**config.mk**
```make
export PLATFORM = sky130hd
export DESIGN_NAME = sm4ks_queue
export DESIGN_NICKNAME = d
export VERILOG_FILES = /design/src/hw/rtl/assert_macros.svh /design/src/hw/rtl/sm4ks_pkg.sv /design/src/hw/rtl/sm4ks_queue.sv
export SDC_FILE = /design/constraint.sdc
export NUM_CORES = 1
export LEC_CHECK = 0
export BUFFER_PORTS_ARGS = -buffer_cell sky130_fd_sc_hd__buf_2
export CORE_UTILIZATION = 50
export CTS_BUF_LIST = sky130_fd_sc_hd__clkbuf_4 sky130_fd_sc_hd__clkbuf_8 sky130_fd_sc_hd__clkbuf_16
export DETAILED_ROUTE_END_ITERATION = 10
export GPL_ROUTABILITY_DRIVEN = 0
export GPL_TIMING_DRIVEN = 0
export PLACE_DENSITY = 0.75
export SYNTH_ARGS = -nofsm -noshare
export SYNTH_HDL_FRONTEND = slang
export SYNTH_SLANG_ARGS = --single-unit
```
**constraint.sdc**
```tcl
create_clock -name clock -period 6.23 [get_ports clock]
set_clock_uncertainty 0.2 [all_clocks]
set_input_delay 1.246 -clock clock [delete_from_list [all_inputs] [get_ports clock]]
set_output_delay 1.246 -clock clock [all_outputs]
set_load 0.02 [all_outputs]
```
**src/hw/rtl/assert_macros.svh**
```systemverilog
// Assertion macros used by the scanner top level.
// No dependencies.
`ifndef ASSERT_MACROS_SVH
`define ASSERT_MACROS_SVH
// Implication checked on every rising clock edge outside reset.
`define ASSERT_IMPL(label, clk, rst, pre, post) \
   label: assert property (@(posedge clk) disable iff (rst) (pre) |-> (post)) \
      else $error("assertion failed");
// Next-cycle implication outside reset.
`define ASSERT_NEXT(label, clk, rst, pre, post) \
   label: assert property (@(posedge clk) disable iff (rst) (pre) |=> (post)) \
      else $error("assertion failed");
`endif

```
**src/hw/rtl/sm4ks_pkg.sv**
```systemverilog
// Package for the SM4 round key scanner: S-box, FK/CK constants, key transform.
// No dependencies.
`default_nettype none
package sm4ks_pkg;
   localparam int WindowLength = 24;
   localparam int DefaultAddressWidth = 64;
   localparam int QueueDepth = 4;

   typedef logic [7:0] sbox_table_type [256];
   localparam sbox_table_type Sbox = '{
 8'hd6,8'h90,8'he9,8'hfe,8'hcc,8'he1,8'h3d,8'hb7,8'h16,8'hb6,8'h14,8'hc2,8'h28,8'hfb,8'h2c,8'h05,
 8'h2b,8'h67,8'h9a,8'h76,8'h2a,8'hbe,8'h04,8'hc3,8'haa,8'h44,8'h13,8'h26,8'h49,8'h86,8'h06,8'h99,
 8'h9c,8'h42,8'h50,8'hf4,8'h91,8'hef,8'h98,8'h7a,8'h33,8'h54,8'h0b,8'h43,8'hed,8'hcf,8'hac,8'h62,
 8'he4,8'hb3,8'h1c,8'ha9,8'hc9,8'h08,8'he8,8'h95,8'h80,8'hdf,8'h94,8'hfa,8'h75,8'h8f,8'h3f,8'ha6,
 8'h47,8'h07,8'ha7,8'hfc,8'hf3,8'h73,8'h17,8'hba,8'h83,8'h59,8'h3c,8'h19,8'he6,8'h85,8'h4f,8'ha8,
 8'h68,8'h6b,8'h81,8'hb2,8'h71,8'h64,8'hda,8'h8b,8'hf8,8'heb,8'h0f,8'h4b,8'h70,8'h56,8'h9d,8'h35,
 8'h1e,8'h24,8'h0e,8'h5e,8'h63,8'h58,8'hd1,8'ha2,8'h25,8'h22,8'h7c,8'h3b,8'h01,8'h21,8'h78,8'h87,
 8'hd4,8'h00,8'h46,8'h57,8'h9f,8'hd3,8'h27,8'h52,8'h4c,8'h36,8'h02,8'he7,8'ha0,8'hc4,8'hc8,8'h9e,
 8'hea,8'hbf,8'h8a,8'hd2,8'h40,8'hc7,8'h38,8'hb5,8'ha3,8'hf7,8'hf2,8'hce,8'hf9,8'h61,8'h15,8'ha1,
 8'he0,8'hae,8'h5d,8'ha4,8'h9b,8'h34,8'h1a,8'h55,8'had,8'h93,8'h32,8'h30,8'hf5,8'h8c,8'hb1,8'he3,
 8'h1d,8'hf6,8'he2,8'h2e,8'h82,8'h66,8'hca,8'h60,8'hc0,8'h29,8'h23,8'hab,8'h0d,8'h53,8'h4e,8'h6f,
 8'hd5,8'hdb,8'h37,8'h45,8'hde,8'hfd,8'h8e,8'h2f,8'h03,8'hff,8'h6a,8'h72,8'h6d,8'h6c,8'h5b,8'h51,
 8'h8d,8'h1b,8'haf,8'h92,8'hbb,8'hdd,8'hbc,8'h7f,8'h11,8'hd9,8'h5c,8'h41,8'h1f,8'h10,8'h5a,8'hd8,
 8'h0a,8'hc1,8'h31,8'h88,8'ha5,8'hcd,8'h7b,8'hbd,8'h2d,8'h74,8'hd0,8'h12,8'hb8,8'he5,8'hb4,8'hb0,
 8'h89,8'h69,8'h97,8'h4a,8'h0c,8'h96,8'h77,8'h7e,8'h65,8'hb9,8'hf1,8'h09,8'hc5,8'h6e,8'hc6,8'h84,
 8'h18,8'hf0,8'h7d,8'hec,8'h3a,8'hdc,8'h4d,8'h20,8'h79,8'hee,8'h5f,8'h3e,8'hd7,8'hcb,8'h39,8'h48};

   localparam logic [31:0] Fk0 = 32'ha3b1bac6;
   localparam logic [31:0] Fk1 = 32'h56aa3350;
   localparam logic [31:0] Fk2 = 32'h677d9197;
   localparam logic [31:0] Fk3 = 32'hb27022dc;
   localparam logic [31:0] Ck0 = 32'h00070e15;
   localparam logic [31:0] Ck1 = 32'h1c232a31;
   localparam logic [31:0] Ck2 = 32'h383f464d;
   localparam logic [31:0] Ck3 = 32'h545b6269;
   localparam logic [31:0] Ck4 = 32'h70777e85;
   localparam logic [31:0] Ck5 = 32'h8c939aa1;

   // S-box on each byte, then L'
   function automatic logic [31:0] key_transform(input logic [31:0] x);
      logic [31:0] b;
      b = {Sbox[x[31:24]], Sbox[x[23:16]], Sbox[x[15:8]], Sbox[x[7:0]]};
      return b ^ {b[18:0], b[31:19]} ^ {b[8:0], b[31:9]};
   endfunction

   typedef struct packed {
      logic [31:0] w0;
      logic [31:0] w1;
      logic [31:0] w2;
      logic [31:0] w3;
      logic [63:0] start;
   } cand_type;
endpackage
`default_nettype wire

```
**src/hw/rtl/sm4ks_queue.sv**
```systemverilog
// Small FIFO between front and back.
// Depends on sm4ks_pkg.
`default_nettype none
module sm4ks_queue #(
   parameter int DEPTH = sm4ks_pkg::QueueDepth
) (
   input  wire                   clock,
   input  wire                   reset,
   input  wire                   wr,
   input  sm4ks_pkg::cand_type   wdata,
   input  wire                   rd,
   output logic                  not_empty,
   output logic [$clog2(DEPTH+1)-1:0] count,
   output sm4ks_pkg::cand_type   rdata
);
   import sm4ks_pkg::*;
   localparam int Aw = $clog2(DEPTH);
   cand_type mem_ff [DEPTH];
   logic [Aw-1:0] wp_ff, rp_ff;
   logic [$clog2(DEPTH+1)-1:0] cnt_ff;

   always_ff @(posedge clock) begin
      if (reset) begin
         wp_ff <= '0; rp_ff <= '0; cnt_ff <= '0;
      end else begin
         if (wr) wp_ff <= (wp_ff == Aw'(DEPTH - 1)) ? '0 : wp_ff + 1'b1;
         if (rd) rp_ff <= (rp_ff == Aw'(DEPTH - 1)) ? '0 : rp_ff + 1'b1;
         cnt_ff <= cnt_ff + (wr ? 1'b1 : 1'b0) - (rd ? 1'b1 : 1'b0);
      end
      if (wr) mem_ff[wp_ff] <= wdata;
   end
   assign not_empty = cnt_ff != '0;
   assign count = cnt_ff;
   assign rdata = mem_ff[rp_ff];
endmodule
`default_nettype wire

```
==> out/qor.yml <==
run_status:
  status: "finished, final reports clean"
pwr:
  p_leak_nw: 11.6
  power_switching_share: 0.222
  ir_worst_vdd_v: 0.000277
  comb_power_share: 0.096
  seqPwrFrac: 0.504
  clockPowerShare: 0.400
  power_density_mw_per_mm2: 348
  p_switching_w: 0.00265
  internal-power_w: 0.00929
detailed_routing:
  postRouteAntennaNets: 0
  drt_iter0_drc: 755
  vias: 12800
  drc: 0
  wl_mm: 55.9
  wire_per_inst_um: 23.8
  vias_per_cell: 5.44
  drt_pass1_iterations: 4
logic_synthesis:
  yosys_warnings: 0
  ys_ff_latch: 777
  synth.area.top_cells: "edfxtp_1 81%, mux4_2 15%, buf_12 1.4%, dfxtp_1 0.64%, buf_2 0.32%"
  yosysSeqAreaShare: 0.820
  synth_area_mm2: 0.0283
  synth_mux_area_frac: 0.153
  synth_xor_area_frac: 0.000794
  synth_simple_gate_area_frac: 0.00291
  avgSynthCellArea_um2: 27.2
  synth_top_family_by_area: "multiplexers"
  synth_cells: 1044
  yosys.area.top_type: "edfxtp_1"
  synth_fa_ha_area_frac: 0.00380
  yosysTopAreaCellShare: 0.814
  ys_types: 20
  synth_compound_area_frac: 0.000353
  syn_nets: 1248
setup_path:
  critPathLaunchType: "register"
  crit_chain: "clkbuf_1 -> buf_2 -> mux4_2 -> buf_2"
  crit_path_max_incr_delay_ns: 0.61
  critical_path.slowest_cell: "clkbuf_1"
  r2r_setup_slack_ns: 3.68
  crit_top_cell: "buf_2"
  crit_path_max_fanout: 10
  path_buf_inv: 3
  required_ns: 4.78
  arrival_ns: 2.65
  cp_top_family: "buffers and inverters"
  worst-setup-path-type: "register to output pin"
  endpoint_kind: "output pin"
cts:
  cts_setup_buffers: 0
  holdBufCountCts: 0
  cts-resized-gates: 0
  clock_sinks: 777
  cts_tree: "yes"
  ctsHtreeMaxLevel: 3
  cts-buffers-inserted: 79
  clock_path_buffers: 3
  clk_pin_slew_worst_paths_ns: 0.06
  cts-root-buf: "clkbuf_16"
  clock_latency_ns: 0.61
layout:
  layout-drive-gt1-share: 0.487
  final_net_count: 1733
  n_fill_cell: 3763
  post-route-util: 0.618
  instances_no_fill: 2351
  layout_common_cells: "768 x edfxtp_1, 409 x buf_2, 192 x mux4_2, 81 x clkbuf_16, 21 x buf_12"
  synthToLayoutAreaGrowth_pct: 21.0
  final_common_cell: "edfxtp_1"
placement:
  dp_hpwl_mm: 34.9
  io_buffers: 391
  placed_cells: 2196
floorplan:
  start_util: 0.511
  io_pins: 392
  dieHeight_um: 240
  die_area_mm2: 0.0577
  die_width_um: 240
  rows: 86
  core_mm2: 0.0555
grt:
  use_met1: 0.240
  top_usage_layer: "met2"
  met3_usage: 0.0700
  grtUsageMet2: 0.324
  first_global_vias: 13700
  grt_pass1_wl_mm: 82.7
  grt-ovfl-total: 0
  grt_usage: 0.196
  antenna_found_initial: 21
  grt_max_degree: 58
sta:
  drv_slew: 0
  worst_pin_slew_ns: 0.798
  hold_violations: 0
  rsz0062_at_grt: "false"
  period_share: 0.658
  max_freq_mhz: 244
  slew_headroom: 0.468
  setup_viol: 0
  period_needed_ns: 4.10
min_path:
  hold_path_class: "register to register"
flow_run:
  max_cap_viol_count: 0
-- final timing paths --
kind | start | end | depth (start not counted)
setup / recovery | register | rdata[101] | 4
hold reg to reg | rp_ff[0] | rp_ff[0] | 2
hold / removal | rp_ff[0] | rp_ff[0] | 2
setup reg to reg | wp_ff[0] | mem_ff[1][114] | 4
-- per-stage QoR --
step	hold WS [ns]	total power [W]	setup TNS (ns)	worst slack, ns	area [um2]
CTS	0.341	0.0121	0	1.92	34300
floorplan	0.269	0.00684	0	1.99	28400
finish	0.336	0.0119	0	2.13	34300
global route	0.388	0.0123	0	1.91	34300
global placement	0.302	0.00727	-112.13	-0.182	31200
detailed placement	0.329	0.00729	0	2.60	31600
-- cell families after synthesis --
| group | after synthesis |
|---|---|
| flip-flops | 777 |
| multiplexers | 194 |
| buffers and inverters | 48 |
| AND/OR/NAND/NOR | 14 |
| adder cells (fa/ha/maj) | 8 |
| AO/OA/AOI/OAI | 2 |
| XOR/XNOR | 1 |
-- cells in the mapped netlist (all sizes together) --
cell,number
nor2,4
buf,40
nand2b,2
fa,1
ha,7
mux2i,2
inv,5
mux4,192
clkbuf,3
edfxtp,768
dfxtp,9
or3,1
and2,4
nor2b,1
or3b,2
a21oi,2
xnor3,1
-- flip-flops by register name, summed over array words and instances (netlist names), named ones only --
register,flops
count,3
mem_ff,768
rp_ff,2
wp_ff,2
-- power by group through the flow --
stage	logic (W)	registers, W	clock network [W]
2_1_floorplan	0.000704	0.00614	0
3_3_place_gp	0.00112	0.00615	0
3_5_place_dp	0.00116	0.00613	0
4_1_cts	0.00117	0.00602	0.00488
5_1_grt	0.00122	0.00603	0.00507
6_report	0.00114	0.00602	0.00477
-- routing by layer --
metal / routed length, um / up-vias / share of wire
li1: - / 5547 / -
met1: 21500 / 6707 / 0.38
met2: 28000 / 403 / 0.50
met3: 4890 / 109 / 0.088
met4: 1270 / 30 / 0.023
met5: 218 / - / 0.0039
-- final cells by class --
class	count	area (um2)	share of cell area
flip-flops and latches	777	23200	0.677
plain buffers	43	520	0.0152
clock buffers	101	2200	0.0640
inverters	5	18.8	0.000547
clock inverters	44	489	0.0143
repair buffers	404	2310	0.0672
multi-input cells	219	4580	0.133
well taps	748	936	0.0273
diodes	10	25.0	0.000729
-- worst min-delay path, cell delays in order (launching register included) --
cell and delay, ns:
dfxtp_1 0.33, nand2b_1 0.08, a21oi_1 0.08
Power figures use the tool's default switching activity.
